$ cat config.mk
export PLATFORM = sky130hd
export DESIGN_NAME = charset_eol_escape_filter
export DESIGN_NICKNAME = d
export VERILOG_FILES = /design/src/cee_pkg.sv /design/src/charset_eol_escape_filter.sv /design/src/cee_front.sv /design/src/cee_queue.sv /design/src/cee_back.sv
export SDC_FILE = /design/constraint.sdc
export NUM_CORES = 2
export LEC_CHECK = 0
export ABC_CLOCK_PERIOD_IN_PS = 7950
export BUFFER_PORTS_ARGS = -buffer_cell sky130_fd_sc_hd__buf_2
export CORE_AREA = 2 2 638 640
export DETAILED_ROUTE_END_ITERATION = 10
export DIE_AREA = 0 0 640 642
export PLACE_DENSITY_LB_ADDON = 0.2
export SYNTH_ARGS = -nofsm -noshare
export SYNTH_HDL_FRONTEND = slang
export SYNTH_MEMORY_MAX_BITS = 65536
export SYNTH_SLANG_ARGS = --single-unit
$ cat constraint.sdc
create_clock -name i_clk -period 7.95 [get_ports i_clk]
set_input_delay 1.1925 -clock i_clk [delete_from_list [all_inputs] [get_ports i_clk]]
set_output_delay 1.1925 -clock i_clk [all_outputs]
set_load 0.03 [all_outputs]
$ cat src/cee_pkg.sv
// ----------------------------------------------------------------------------
// cee_pkg
// Shared types and constants of the charset, line-ending and escape filter.
// ----------------------------------------------------------------------------
package cee_pkg;

    localparam int QUEUE_DEPTH = 4;

    localparam logic [7:0] CH_ESC   = 8'h1b;
    localparam logic [7:0] CH_CSI   = 8'h9b;
    localparam logic [7:0] CH_CR    = 8'd13;
    localparam logic [7:0] CH_LF    = 8'd10;
    localparam logic [7:0] CH_HASH  = 8'h23;
    localparam logic [7:0] CH_P     = 8'h50;
    localparam logic [7:0] CH_LBRK  = 8'h5b;
    localparam logic [7:0] CH_SEMI  = 8'h3b;
    localparam logic [7:0] CH_SIX   = 8'h36;
    localparam logic [7:0] CH_LPAR  = 8'h28;
    localparam logic [7:0] CH_AT    = 8'h40;
    localparam logic [7:0] CH_UZ    = 8'h5a;
    localparam logic [7:0] CH_LA    = 8'h61;
    localparam logic [7:0] CH_LZ    = 8'h7a;

    localparam logic [1:0] KIND_DATA = 2'd0;
    localparam logic [1:0] KIND_WR1  = 2'd1;
    localparam logic [1:0] KIND_WR2  = 2'd2;

    localparam logic [1:0] EOL_PASS = 2'd0;
    localparam logic [1:0] EOL_CR   = 2'd1;
    localparam logic [1:0] EOL_LF   = 2'd2;
    localparam logic [1:0] EOL_BOTH = 2'd3;

    localparam logic [1:0] CFG_EOL_MODE  = 2'd0;
    localparam logic [1:0] CFG_STRIP_ESC = 2'd1;
    localparam logic [1:0] CFG_TAB1_ON   = 2'd2;
    localparam logic [1:0] CFG_TAB2_ON   = 2'd3;

    typedef struct packed {
        logic [1:0] eol_mode;
        logic       strip_esc;
        logic       tab1_on;
        logic       tab2_on;
    } t_cfg;

    typedef struct packed {
        logic [7:0] raw;
        logic [7:0] xlat;
    } t_item;

    typedef enum logic {
        BK_RUN,
        BK_LF
    } t_back_state;

endpackage

$ cat src/charset_eol_escape_filter.sv
// A data item passes the lookup stages and the queue before reaching the output register.
// Throughput: one item per cycle if the output does not stall; CR LF delays the next item.
// The rate is set by the single output register; the table lookups are fully pipelined.
// Reset clears the configuration, the previous byte, the escape state and the queue.
// The translation tables are not cleared and must be loaded before they are used.
// ----------------------------------------------------------------------------
// charset_eol_escape_filter
// Text byte filter with table translation, line-ending conversion and
// optional removal of escape sequences.
// ----------------------------------------------------------------------------
module charset_eol_escape_filter #(
    parameter int QUEUE_DEPTH = cee_pkg::QUEUE_DEPTH
) (
    input  logic       i_clk,
    input  logic       i_rst_n,
    input  logic       i_cfg_we,
    input  logic [1:0] i_cfg_index,
    input  logic [1:0] i_cfg_data,
    input  logic       i_valid,
    output logic       o_ready,
    input  logic [1:0] i_kind,
    input  logic [7:0] i_value,
    input  logic [7:0] i_entry_index,
    output logic       o_valid,
    input  logic       i_ready,
    output logic [7:0] o_out_byte,
    output logic       o_last
);

    localparam int CW = $clog2(QUEUE_DEPTH + 1);

    cee_pkg::t_cfg  r_cfg;
    logic           w_push;
    cee_pkg::t_item w_push_item;
    logic           w_pop;
    logic           w_q_valid;
    cee_pkg::t_item w_head;
    logic [CW-1:0]  w_q_count;

    always_ff @(posedge i_clk) begin
        if (!i_rst_n) begin
            r_cfg <= '0;
        end else if (i_cfg_we) begin
            unique case (i_cfg_index)
                cee_pkg::CFG_EOL_MODE:  r_cfg.eol_mode  <= i_cfg_data;
                cee_pkg::CFG_STRIP_ESC: r_cfg.strip_esc <= i_cfg_data[0];
                cee_pkg::CFG_TAB1_ON:   r_cfg.tab1_on   <= i_cfg_data[0];
                cee_pkg::CFG_TAB2_ON:   r_cfg.tab2_on   <= i_cfg_data[0];
                default: ;
            endcase
        end
    end

    cee_front #(
        .DEPTH (QUEUE_DEPTH)
    ) u_front (
        .i_clk         (i_clk),
        .i_rst_n       (i_rst_n),
        .i_valid       (i_valid),
        .o_ready       (o_ready),
        .i_kind        (i_kind),
        .i_value       (i_value),
        .i_entry_index (i_entry_index),
        .i_cfg         (r_cfg),
        .i_q_count     (w_q_count),
        .o_push        (w_push),
        .o_item        (w_push_item)
    );

    cee_queue #(
        .DEPTH (QUEUE_DEPTH)
    ) u_queue (
        .i_clk   (i_clk),
        .i_rst_n (i_rst_n),
        .i_push  (w_push),
        .i_item  (w_push_item),
        .i_pop   (w_pop),
        .o_valid (w_q_valid),
        .o_item  (w_head),
        .o_count (w_q_count)
    );

    cee_back u_back (
        .i_clk      (i_clk),
        .i_rst_n    (i_rst_n),
        .i_cfg      (r_cfg),
        .i_q_valid  (w_q_valid),
        .i_item     (w_head),
        .o_pop      (w_pop),
        .o_valid    (o_valid),
        .i_ready    (i_ready),
        .o_out_byte (o_out_byte),
        .o_last     (o_last)
    );

endmodule

$ cat src/cee_front.sv
// ----------------------------------------------------------------------------
// cee_front
// Accepts items, performs table writes and looks up both translation tables
// for data bytes in a two-stage pipeline that never stalls.
// ----------------------------------------------------------------------------
module cee_front #(
    parameter  int DEPTH = cee_pkg::QUEUE_DEPTH,
    localparam int CW    = $clog2(DEPTH + 1)
) (
    input  logic             i_clk,
    input  logic             i_rst_n,
    input  logic             i_valid,
    output logic             o_ready,
    input  logic [1:0]       i_kind,
    input  logic [7:0]       i_value,
    input  logic [7:0]       i_entry_index,
    input  cee_pkg::t_cfg    i_cfg,
    input  logic [CW-1:0]    i_q_count,
    output logic             o_push,
    output cee_pkg::t_item   o_item
);

    logic [7:0] r_tab1 [256];
    logic [7:0] r_tab2 [256];

    logic       r_s1_v;
    logic [7:0] r_s1_c;
    logic [7:0] r_rd1;
    logic       r_s2_v;
    logic [7:0] r_s2_c;
    logic [7:0] r_s2_a;
    logic [7:0] r_rd2;

    logic       w_acc;
    logic [7:0] w_addr2;
    logic [CW:0] w_used;

    // Every item in the lookup pipeline has a queue slot reserved for it.
    assign w_used  = {1'b0, i_q_count} + (CW + 1)'(r_s1_v) + (CW + 1)'(r_s2_v);
    assign o_ready = w_used < (CW + 1)'(DEPTH);
    assign w_acc   = i_valid && o_ready;
    assign w_addr2 = i_cfg.tab1_on ? r_rd1 : r_s1_c;

    always_ff @(posedge i_clk) begin
        if (w_acc && i_kind == cee_pkg::KIND_WR1) begin
            r_tab1[i_entry_index] <= i_value;
        end
        r_rd1 <= r_tab1[i_value];
    end

    always_ff @(posedge i_clk) begin
        if (w_acc && i_kind == cee_pkg::KIND_WR2) begin
            r_tab2[i_entry_index] <= i_value;
        end
        r_rd2 <= r_tab2[w_addr2];
    end

    always_ff @(posedge i_clk) begin
        if (!i_rst_n) begin
            r_s1_v <= 1'b0;
            r_s2_v <= 1'b0;
        end else begin
            r_s1_v <= w_acc && i_kind == cee_pkg::KIND_DATA;
            r_s2_v <= r_s1_v;
        end
    end

    always_ff @(posedge i_clk) begin
        r_s1_c <= i_value;
        r_s2_c <= r_s1_c;
        r_s2_a <= w_addr2;
    end

    assign o_push      = r_s2_v;
    assign o_item.raw  = r_s2_c;
    assign o_item.xlat = i_cfg.tab2_on ? r_rd2 : r_s2_a;

endmodule

$ cat src/cee_queue.sv
// ----------------------------------------------------------------------------
// cee_queue
// Small first-in first-out queue between the lookup front and the back end.
// ----------------------------------------------------------------------------
module cee_queue #(
    parameter  int DEPTH = cee_pkg::QUEUE_DEPTH,
    localparam int CW    = $clog2(DEPTH + 1),
    localparam int PW    = $clog2(DEPTH)
) (
    input  logic            i_clk,
    input  logic            i_rst_n,
    input  logic            i_push,
    input  cee_pkg::t_item  i_item,
    input  logic            i_pop,
    output logic            o_valid,
    output cee_pkg::t_item  o_item,
    output logic [CW-1:0]   o_count
);

    cee_pkg::t_item r_mem [DEPTH];
    logic [PW-1:0]  r_wr_ptr;
    logic [PW-1:0]  r_rd_ptr;
    logic [CW-1:0]  r_count;

    function automatic logic [PW-1:0] f_next(input logic [PW-1:0] ptr);
        return (ptr == PW'(DEPTH - 1)) ? '0 : ptr + PW'(1);
    endfunction

    always_ff @(posedge i_clk) begin
        if (i_push) begin
            r_mem[r_wr_ptr] <= i_item;
        end
    end

    always_ff @(posedge i_clk) begin
        if (!i_rst_n) begin
            r_wr_ptr <= '0;
            r_rd_ptr <= '0;
            r_count  <= '0;
        end else begin
            if (i_push) begin
                r_wr_ptr <= f_next(r_wr_ptr);
            end
            if (i_pop) begin
                r_rd_ptr <= f_next(r_rd_ptr);
            end
            r_count <= r_count + CW'(i_push) - CW'(i_pop);
        end
    end

    assign o_valid = r_count != '0;
    assign o_item  = r_mem[r_rd_ptr];
    assign o_count = r_count;

endmodule

$ cat src/cee_back.sv
// ----------------------------------------------------------------------------
// cee_back
// Applies line-ending conversion, escape removal and zero dropping in order,
// keeps the previous-byte and escape state, and drives the output register.
// ----------------------------------------------------------------------------
module cee_back (
    input  logic            i_clk,
    input  logic            i_rst_n,
    input  cee_pkg::t_cfg   i_cfg,
    input  logic            i_q_valid,
    input  cee_pkg::t_item  i_item,
    output logic            o_pop,
    output logic            o_valid,
    input  logic            i_ready,
    output logic [7:0]      o_out_byte,
    output logic            o_last
);

    cee_pkg::t_back_state r_state, n_state;
    logic [7:0] r_prev, n_prev;
    logic       r_esc, n_esc;
    logic       r_skip, n_skip;
    logic       r_o_v, n_o_v;
    logic [7:0] r_o_byte, n_o_byte;
    logic       r_o_last, n_o_last;

    logic       w_free;
    logic [1:0] w_cnt;
    logic [7:0] w_b0;
    logic [7:0] w_prev;
    logic       w_esc;
    logic       w_skip;

    // Outcome of the head item, given the current state.
    always_comb begin
        logic [7:0] c;
        logic       is_eol;
        logic       is_letter;
        logic       start_esc;
        c         = i_item.raw;
        is_eol    = c == cee_pkg::CH_CR || c == cee_pkg::CH_LF;
        is_letter = (c >= cee_pkg::CH_AT && c <= cee_pkg::CH_UZ) ||
                    (c >= cee_pkg::CH_LA && c <= cee_pkg::CH_LZ);
        start_esc = (c == cee_pkg::CH_ESC || c == cee_pkg::CH_CSI) && i_cfg.strip_esc;
        w_cnt  = 2'd0;
        w_b0   = c;
        w_prev = c;
        w_esc  = r_esc;
        w_skip = r_skip;
        if (is_eol) begin
            if (i_cfg.eol_mode == cee_pkg::EOL_PASS) begin
                w_cnt = 2'd1;
            end else if (c == cee_pkg::CH_CR || r_prev != cee_pkg::CH_CR) begin
                case (i_cfg.eol_mode)
                    cee_pkg::EOL_CR: begin
                        w_cnt = 2'd1;
                        w_b0  = cee_pkg::CH_CR;
                    end
                    cee_pkg::EOL_LF: begin
                        w_cnt = 2'd1;
                        w_b0  = cee_pkg::CH_LF;
                    end
                    default: begin
                        w_cnt = 2'd2;
                        w_b0  = cee_pkg::CH_CR;
                    end
                endcase
            end
        end else if (start_esc || r_esc) begin
            if (r_skip) begin
                w_esc  = 1'b0;
                w_skip = 1'b0;
            end else if (c == cee_pkg::CH_HASH) begin
                w_skip = 1'b1;
            end else if (is_letter) begin
                if (!(c == cee_pkg::CH_P &&
                      (r_prev == cee_pkg::CH_LBRK || r_prev == cee_pkg::CH_SEMI))) begin
                    w_esc = 1'b0;
                end
            end else if (c == cee_pkg::CH_SIX && r_prev == cee_pkg::CH_LPAR) begin
                w_esc = 1'b0;
            end else begin
                w_esc = 1'b1;
            end
        end else begin
            w_prev = i_item.xlat;
            w_b0   = i_item.xlat;
            w_cnt  = (i_item.xlat != 8'd0) ? 2'd1 : 2'd0;
        end
    end

    always_comb begin
        w_free   = !r_o_v || i_ready;
        n_state  = r_state;
        n_prev   = r_prev;
        n_esc    = r_esc;
        n_skip   = r_skip;
        n_o_v    = r_o_v && !i_ready;
        n_o_byte = r_o_byte;
        n_o_last = r_o_last;
        o_pop    = 1'b0;
        unique case (r_state)
            cee_pkg::BK_RUN: begin
                if (i_q_valid && w_free) begin
                    o_pop  = 1'b1;
                    n_prev = w_prev;
                    n_esc  = w_esc;
                    n_skip = w_skip;
                    if (w_cnt != 2'd0) begin
                        n_o_v    = 1'b1;
                        n_o_byte = w_b0;
                        n_o_last = w_cnt == 2'd1;
                    end
                    if (w_cnt == 2'd2) begin
                        n_state = cee_pkg::BK_LF;
                    end
                end
            end
            cee_pkg::BK_LF: begin
                if (w_free) begin
                    n_o_v    = 1'b1;
                    n_o_byte = cee_pkg::CH_LF;
                    n_o_last = 1'b1;
                    n_state  = cee_pkg::BK_RUN;
                end
            end
            default: begin
                n_state = cee_pkg::BK_RUN;
            end
        endcase
    end

    always_ff @(posedge i_clk) begin
        if (!i_rst_n) begin
            r_state <= cee_pkg::BK_RUN;
            r_prev  <= 8'd0;
            r_esc   <= 1'b0;
            r_skip  <= 1'b0;
            r_o_v   <= 1'b0;
        end else begin
            r_state <= n_state;
            r_prev  <= n_prev;
            r_esc   <= n_esc;
            r_skip  <= n_skip;
            r_o_v   <= n_o_v;
        end
    end

    always_ff @(posedge i_clk) begin
        r_o_byte <= n_o_byte;
        r_o_last <= n_o_last;
    end

    assign o_valid    = r_o_v;
    assign o_out_byte = r_o_byte;
    assign o_last     = r_o_last;

endmodule

# Yosys cells after proc, flatten, opt, wreduce, memory -nomap -nowiden
# Memory sizes are Yosys's and may differ from the RTL's. A register that Yosys moved wholly into a read port is not among the register bits.
# Cells that the tools add are included.
word_totals:
  reg_bits: 59
  mem_bits_rw: 4160
  in_bits: 27
  output_inout_bits: 11
  elab_cells: 146
  n_memories: 3
mem_list:
  columns: ["name", "depth", "word_bits", "read_ports", "rd_clocked_by_memory_dff", "write_ports", "line_no", "text"]
  rows:
  - ["u_front.r_tab1", 256, 8, 1, 1, 1, "cee_front.sv:23", "logic [7:0] r_tab1 [256];"]
  - ["u_front.r_tab2", 256, 8, 1, 1, 1, "cee_front.sv:24", "logic [7:0] r_tab2 [256];"]
  - ["u_queue.r_mem", 4, 16, 1, 1, 1, "cee_queue.sv:20", "cee_pkg::t_item r_mem [DEPTH];"]
classes:
  addsub: 6
  n_lt_le_gt_ge: 5
  eq_ne: 27
  muxes: 49
  n_bitwise: 2
  n_reduce_logical: 35
op_table:
  columns: ["op", "count"]
  rows:
  - ["$mux 8", 10]
  - ["$eq 8x6->1 const B", 4]
  - ["$mux 1", 25]
  - ["$mux 2", 9]
  - ["$eq 8x4->1 const B", 2]
  - ["$eq 8x7->1 const B", 2]
  - ["$ge 8x7->1 const B", 2]
  - ["$le 8x7->1 const B", 2]
  - ["$pmux 8 s2", 1]
  - ["$eq 2x2->1 const B", 7]
  - ["$logic_and 1x1->1", 11]
  - ["$reduce_and 2->1", 5]
  - ["$eq 2x1->1 const B", 4]
  - ["$eq 8x5->1 const B", 1]
  - ["$eq 8x8->1 const B", 1]
  - ["$ne 8x4->1 const B", 1]
  - ["$reduce_bool 8->1", 1]
  - ["$logic_or 1x1->1", 7]
  - ["$logic_not 2->1", 3]
  - ["$ne 2x1->1 const B", 3]
  - ["$pmux 1 s2", 3]
  - ["$reduce_and 6->1", 1]
  - ["$add 2x1->2 const B", 2]
  - ["$add 3x1->4", 1]
  - ["14 further kinds", 16]

# Longest topological paths before layout
depth:
  word_depth: 10
  mapped_depth: 14
  depth_no_buf: 10

# Modules after synthesis
# From an unflattened synthesis, not the netlist that was laid out.
unflattened:
  cells_unflattened: 8605
  area_unflattened_um2: 164864.4
modules_own_cells:
  columns: ["module", "n_inst", "cells_each", "area_each_um2", "seq_area_each_um2"]
  rows:
  - ["cee_front", 1, 8316, 160561.5, 123838.8]
  - ["cee_queue", 1, 126, 2791.4, 2102.0]
  - ["cee_back", 1, 142, 1296.2, 510.5]
  - ["charset_eol_escape_filter", 1, 21, 215.2, 100.1]

# Worst setup path before layout
# OpenSTA, ideal clock, no wires.
synth_timing:
  kind: "input to register"
  startpoint: "in i_value[0]"
  endpoint: "reg u_front.r_rd1[6] (read register of u_front.r_tab1)"
  setup_ns: 0.120
  arrival_ns: 3.686
  required_time_ns: 7.830
  setup_slack_ns: 4.144
  cell_stages: 8
  path_buffers: 3
  path_cell_list: "clkbuf_1 clkbuf_1 buf_2 mux4_2 mux4_2 mux4_2 a22oi_1 nand2_1"
synth_lines:
  columns: ["element", "line_no", "text"]
  rows:
  - ["start, declared", "charset_eol_escape_filter.sv:22", "input logic [7:0] i_value,"]
  - ["end, declared", "cee_front.sv:28", "logic [7:0] r_rd1;"]

# Final worst setup path
layout_timing:
  startpoint: "reg r_cfg[1] in the netlist's numbering"
  endpoint: "reg u_front.r_rd2[3] (read register of u_front.r_tab2)"
layout_between:
  elab_chain_cells: 1
layout_rtl:
  columns: ["element", "line_no", "text"]
  rows:
  - ["start, declared", "charset_eol_escape_filter.sv:32", "cee_pkg::t_cfg r_cfg;"]
  - ["$mux 8", "cee_front.sv:42", "assign w_addr2 = i_cfg.tab1_on ? r_rd1 : r_s1_c;"]
  - ["end, declared", "cee_front.sv:32", "logic [7:0] r_rd2;"]
# No other way between the ends.
# A chain may end at the register's enable or synchronous reset.

==> out/metrics.yaml <==
status:
  status: "completed"
clocking:
  cts_setup_buffers: 0
  cts_resized: 0
  cts_tree: "built"
  cts_hold_buf: 0
  cts.clk_slew.worst_paths_ns: 0.06
  clkLatencyLatePin_ns: 0.99
  ctsHtreeMaxLevel: 5
  cts_buffers: 431
  cts_sinks: 4237
  root_buffer: "clkbuf_16"
  cts_buffer_depth: 4
logic_synthesis:
  yosysSeqAreaShare_pct: 76.7
  synth-warning-count: 0
  netlist_instances: 8860
  avgSynthCellArea_um2: 18.6
  ys_ff_latch: 4237
  synth_cell_types: 76
  synthArstFlopShare_pct: 0
  synth_ff_type: "edfxtp_1"
  syn_area_mm2: 0.165
  syn_nets: 8899
  synth-edff-count: 4169
final_layout:
  area_growth_pct: 12.9
  post-route-util_pct: 46.0
  drive_gt1_share_pct: 18.2
  final_nets: 9003
sta:
  slew_headroom_pct: 10.4
  finalSetupViolCount: 0
  tightest_slew_ns: 1.34
  clock.fmax_mhz: 185
  period_minus_slack_ns: 5.42
  finalHoldViolations: 0
  rsz0062_at_grt: "no"
  hold_slack_ns: 0.427
  skew_ns: 0.0476
  final_max_slew_viol_count: 0
  fin_setup_tns_ns: 0
  fin_crit_sh_pct: 68.2
critical_path:
  worstRegToRegCells: 11
  crit_arrival_ns: 6.22
  r2r-end: "u_front.r_rd2[3]"
  path_delay_family: "compound AO/OA/AOI/OAI gates"
  crit_chain: "mux2i_4 -> inv_8 -> buf_4 -> buf_4 -> mux2i_1 -> o221ai_1 -> a31oi_1 -> nor3_1 -> o31ai_1 -> o21a_1 -> o31ai_1"
  crit_fanout: 47
  crit_buf_inv: 3
  reg2reg_from: "r_cfg[1]"
  worst_setup_path_end_kind: "register"
  worst-setup-path-type: "register to register"
  crit_required_ns: 8.75
  slowest_stage: "o31ai_1"
  r2r_slack_ns: 2.53
  worst_setup_path_start_kind: "register"
  cpPeakStageDelay_ns: 1.04
min_path:
  hold_class: "input pin to register"
  hold_start: "i_kind[1]"
  holdPathEnd: "u_front.r_s1_v"
  holdPathStages: 2
floorplan:
  rows: 234
  io-pin-count: 38
  die_y_um: 642
  initial_core_util_pct: 40.8
  core-area_mm2: 0.404
  dieArea_mm2: 0.411
  dieWidth_um: 640
detailed_routing:
  dr.pass1.iters: 6
  drcViolationCount: 0
  vias: 85000
  wirelength_um: 441000
  post_drt_wl_per_cell_um: 29.9
  dr.first_iter.drc_count: 9287
  antenna_left: 0
  vias_per_cell: 5.76
global_routing:
  grt_pass1_wl_um: 630000
  overflow: 0
  grt_pass1_vias: 84100
  grt_usage_pct: 21.1
  grt_max_degree: 169
  antenna_found_initial: 22
power_and_ir_drop:
  power_density_mw_per_mm2: 260
  total_leakage_power_nw: 58.6
  vdd_drop_max_v: 0.000186
placed_design:
  dp_hpwl_um: 258000
  io_buffers: 37
  gp_congestion: 0.830
job:
  cap_violations: 0
## synth_stat cells, drive strengths merged, types with 29 or more instances
cell / number / area (um^2)
buf: 222 / 1180
nand3: 416 / 2080
o21ai: 60 / 300
nor2b: 29 / 181
a21oi: 116 / 584
nand2: 899 / 3370
o221ai: 200 / 1750
mux2i: 479 / 4810
mux4: 758 / 17100
nor2: 549 / 2060
dfxtp: 68 / 1360
a31oi: 167 / 1040
clkbuf: 346 / 1300
nor3: 97 / 485
o22ai: 39 / 244
edfxtp: 4169 / 125000
## state kept, by name, indices dropped and copies added, names as in the netlist, named ones only
signal             flops
u_front.r_tab1      2048
u_front.r_tab2      2048
u_queue.r_mem         64
u_back.o_out_byte      8
u_back.r_prev          8
u_front.r_rd1          8
u_front.r_rd2          8
u_front.r_s1_c         8
u_front.r_s2_a         8
u_front.r_s2_c         8
r_cfg                  5
u_queue.o_count        3
u_queue.r_rd_ptr       2
u_queue.r_wr_ptr       2
u_back.o_last          1
u_back.o_valid         1
u_back.r_esc           1
u_back.r_skip          1
u_back.r_state         1
u_front.o_push         1
u_front.r_s1_v         1
## power breakdown
part	switching (mW)	leakage, nW	internal, mW
clock network	8.56	6.95	11.9
registers	0.104	38.0	24.6
logic	2.10	13.6	1.03
total	10.8	58.6	37.6
## metal layers
layer  global-route usage [%]  vias to the layer above  wire (um)
li1                         -                    35900          -
met1                     29.2                    45100     182000
met2                     34.6                     3334     216000
met3                     3.09                      663      29400
met4                     6.54                        0      13800
met5                        0                        -          0
## through the flow
step / cell area [um^2] / instances / setup WS, ns / total power, mW
global route: 186000 / 14800 / 2.34 / 49.7
global placement: 172000 / 14000 / 2.17 / 28.3
finish: 186000 / 14800 / 2.53 / 48.4
floorplan: 165000 / 8860 / 4.14 / 26.9
detailed placement: 172000 / 14000 / 2.40 / 28.4
CTS: 186000 / 14800 / 2.49 / 48.7
## cell type report
type	count	area, um^2
inverter	19	98.8
fill	33900	218000
timing repair buffer	239	2270
tap	5428	6790
clock inverter	259	2690
multi-input combinational	4036	36100
antenna	13	32.5
sequential	4237	127000
clock buffer	542	11600
## cells in the final DEF, fill, tap and decap left out, drive strengths merged, types with 179 or more instances in the layout
cell	n
mux2i	479
nand2	899
o221ai	200
nor2	549
clkbuf	542
edfxtp	4169
nand3	416
mux4	758
clkinv	179
buf	239
## how the worst max path moves through the flow
stage | start | cells past startpoint | slack (ns) | endpoint
final | r_cfg[1] | 11 | 2.53 | u_front.r_rd2[3]
after global routing | r_cfg[1] | 11 | 2.34 | u_front.r_rd2[3]
after detailed placement | i_value[0] | 7 | 2.40 | u_front.r_rd1[1]
after floorplan | i_value[0] | 8 | 4.14 | u_front.r_rd1[6]
after CTS | r_cfg[1] | 11 | 2.49 | u_front.r_rd2[3]
after global placement | r_cfg[1] | 10 | 2.17 | u_front.r_rd2[3]
## cells by family (layout without fill, tap and decap cells)
| family | after synthesis | after routing | share of synthesized area [%] |
|---|---|---|---|
| muxes | 1247 | 1247 | 13.3 |
| buffers and inverters | 587 | 1059 | 1.54 |
| and+or+nand+nor | 2103 | 2103 | 5.43 |
| DFF | 4237 | 4237 | 76.7 |
| xor gates and xnor gates | 2 | 2 | 0.0106 |
| other | 0 | 13 | 0 |
| adders and majority gates | 12 | 12 | 0.0956 |
| AOI/OAI and AO/OA | 672 | 672 | 2.83 |
Note: power is estimated with default switching activity, not from simulation.
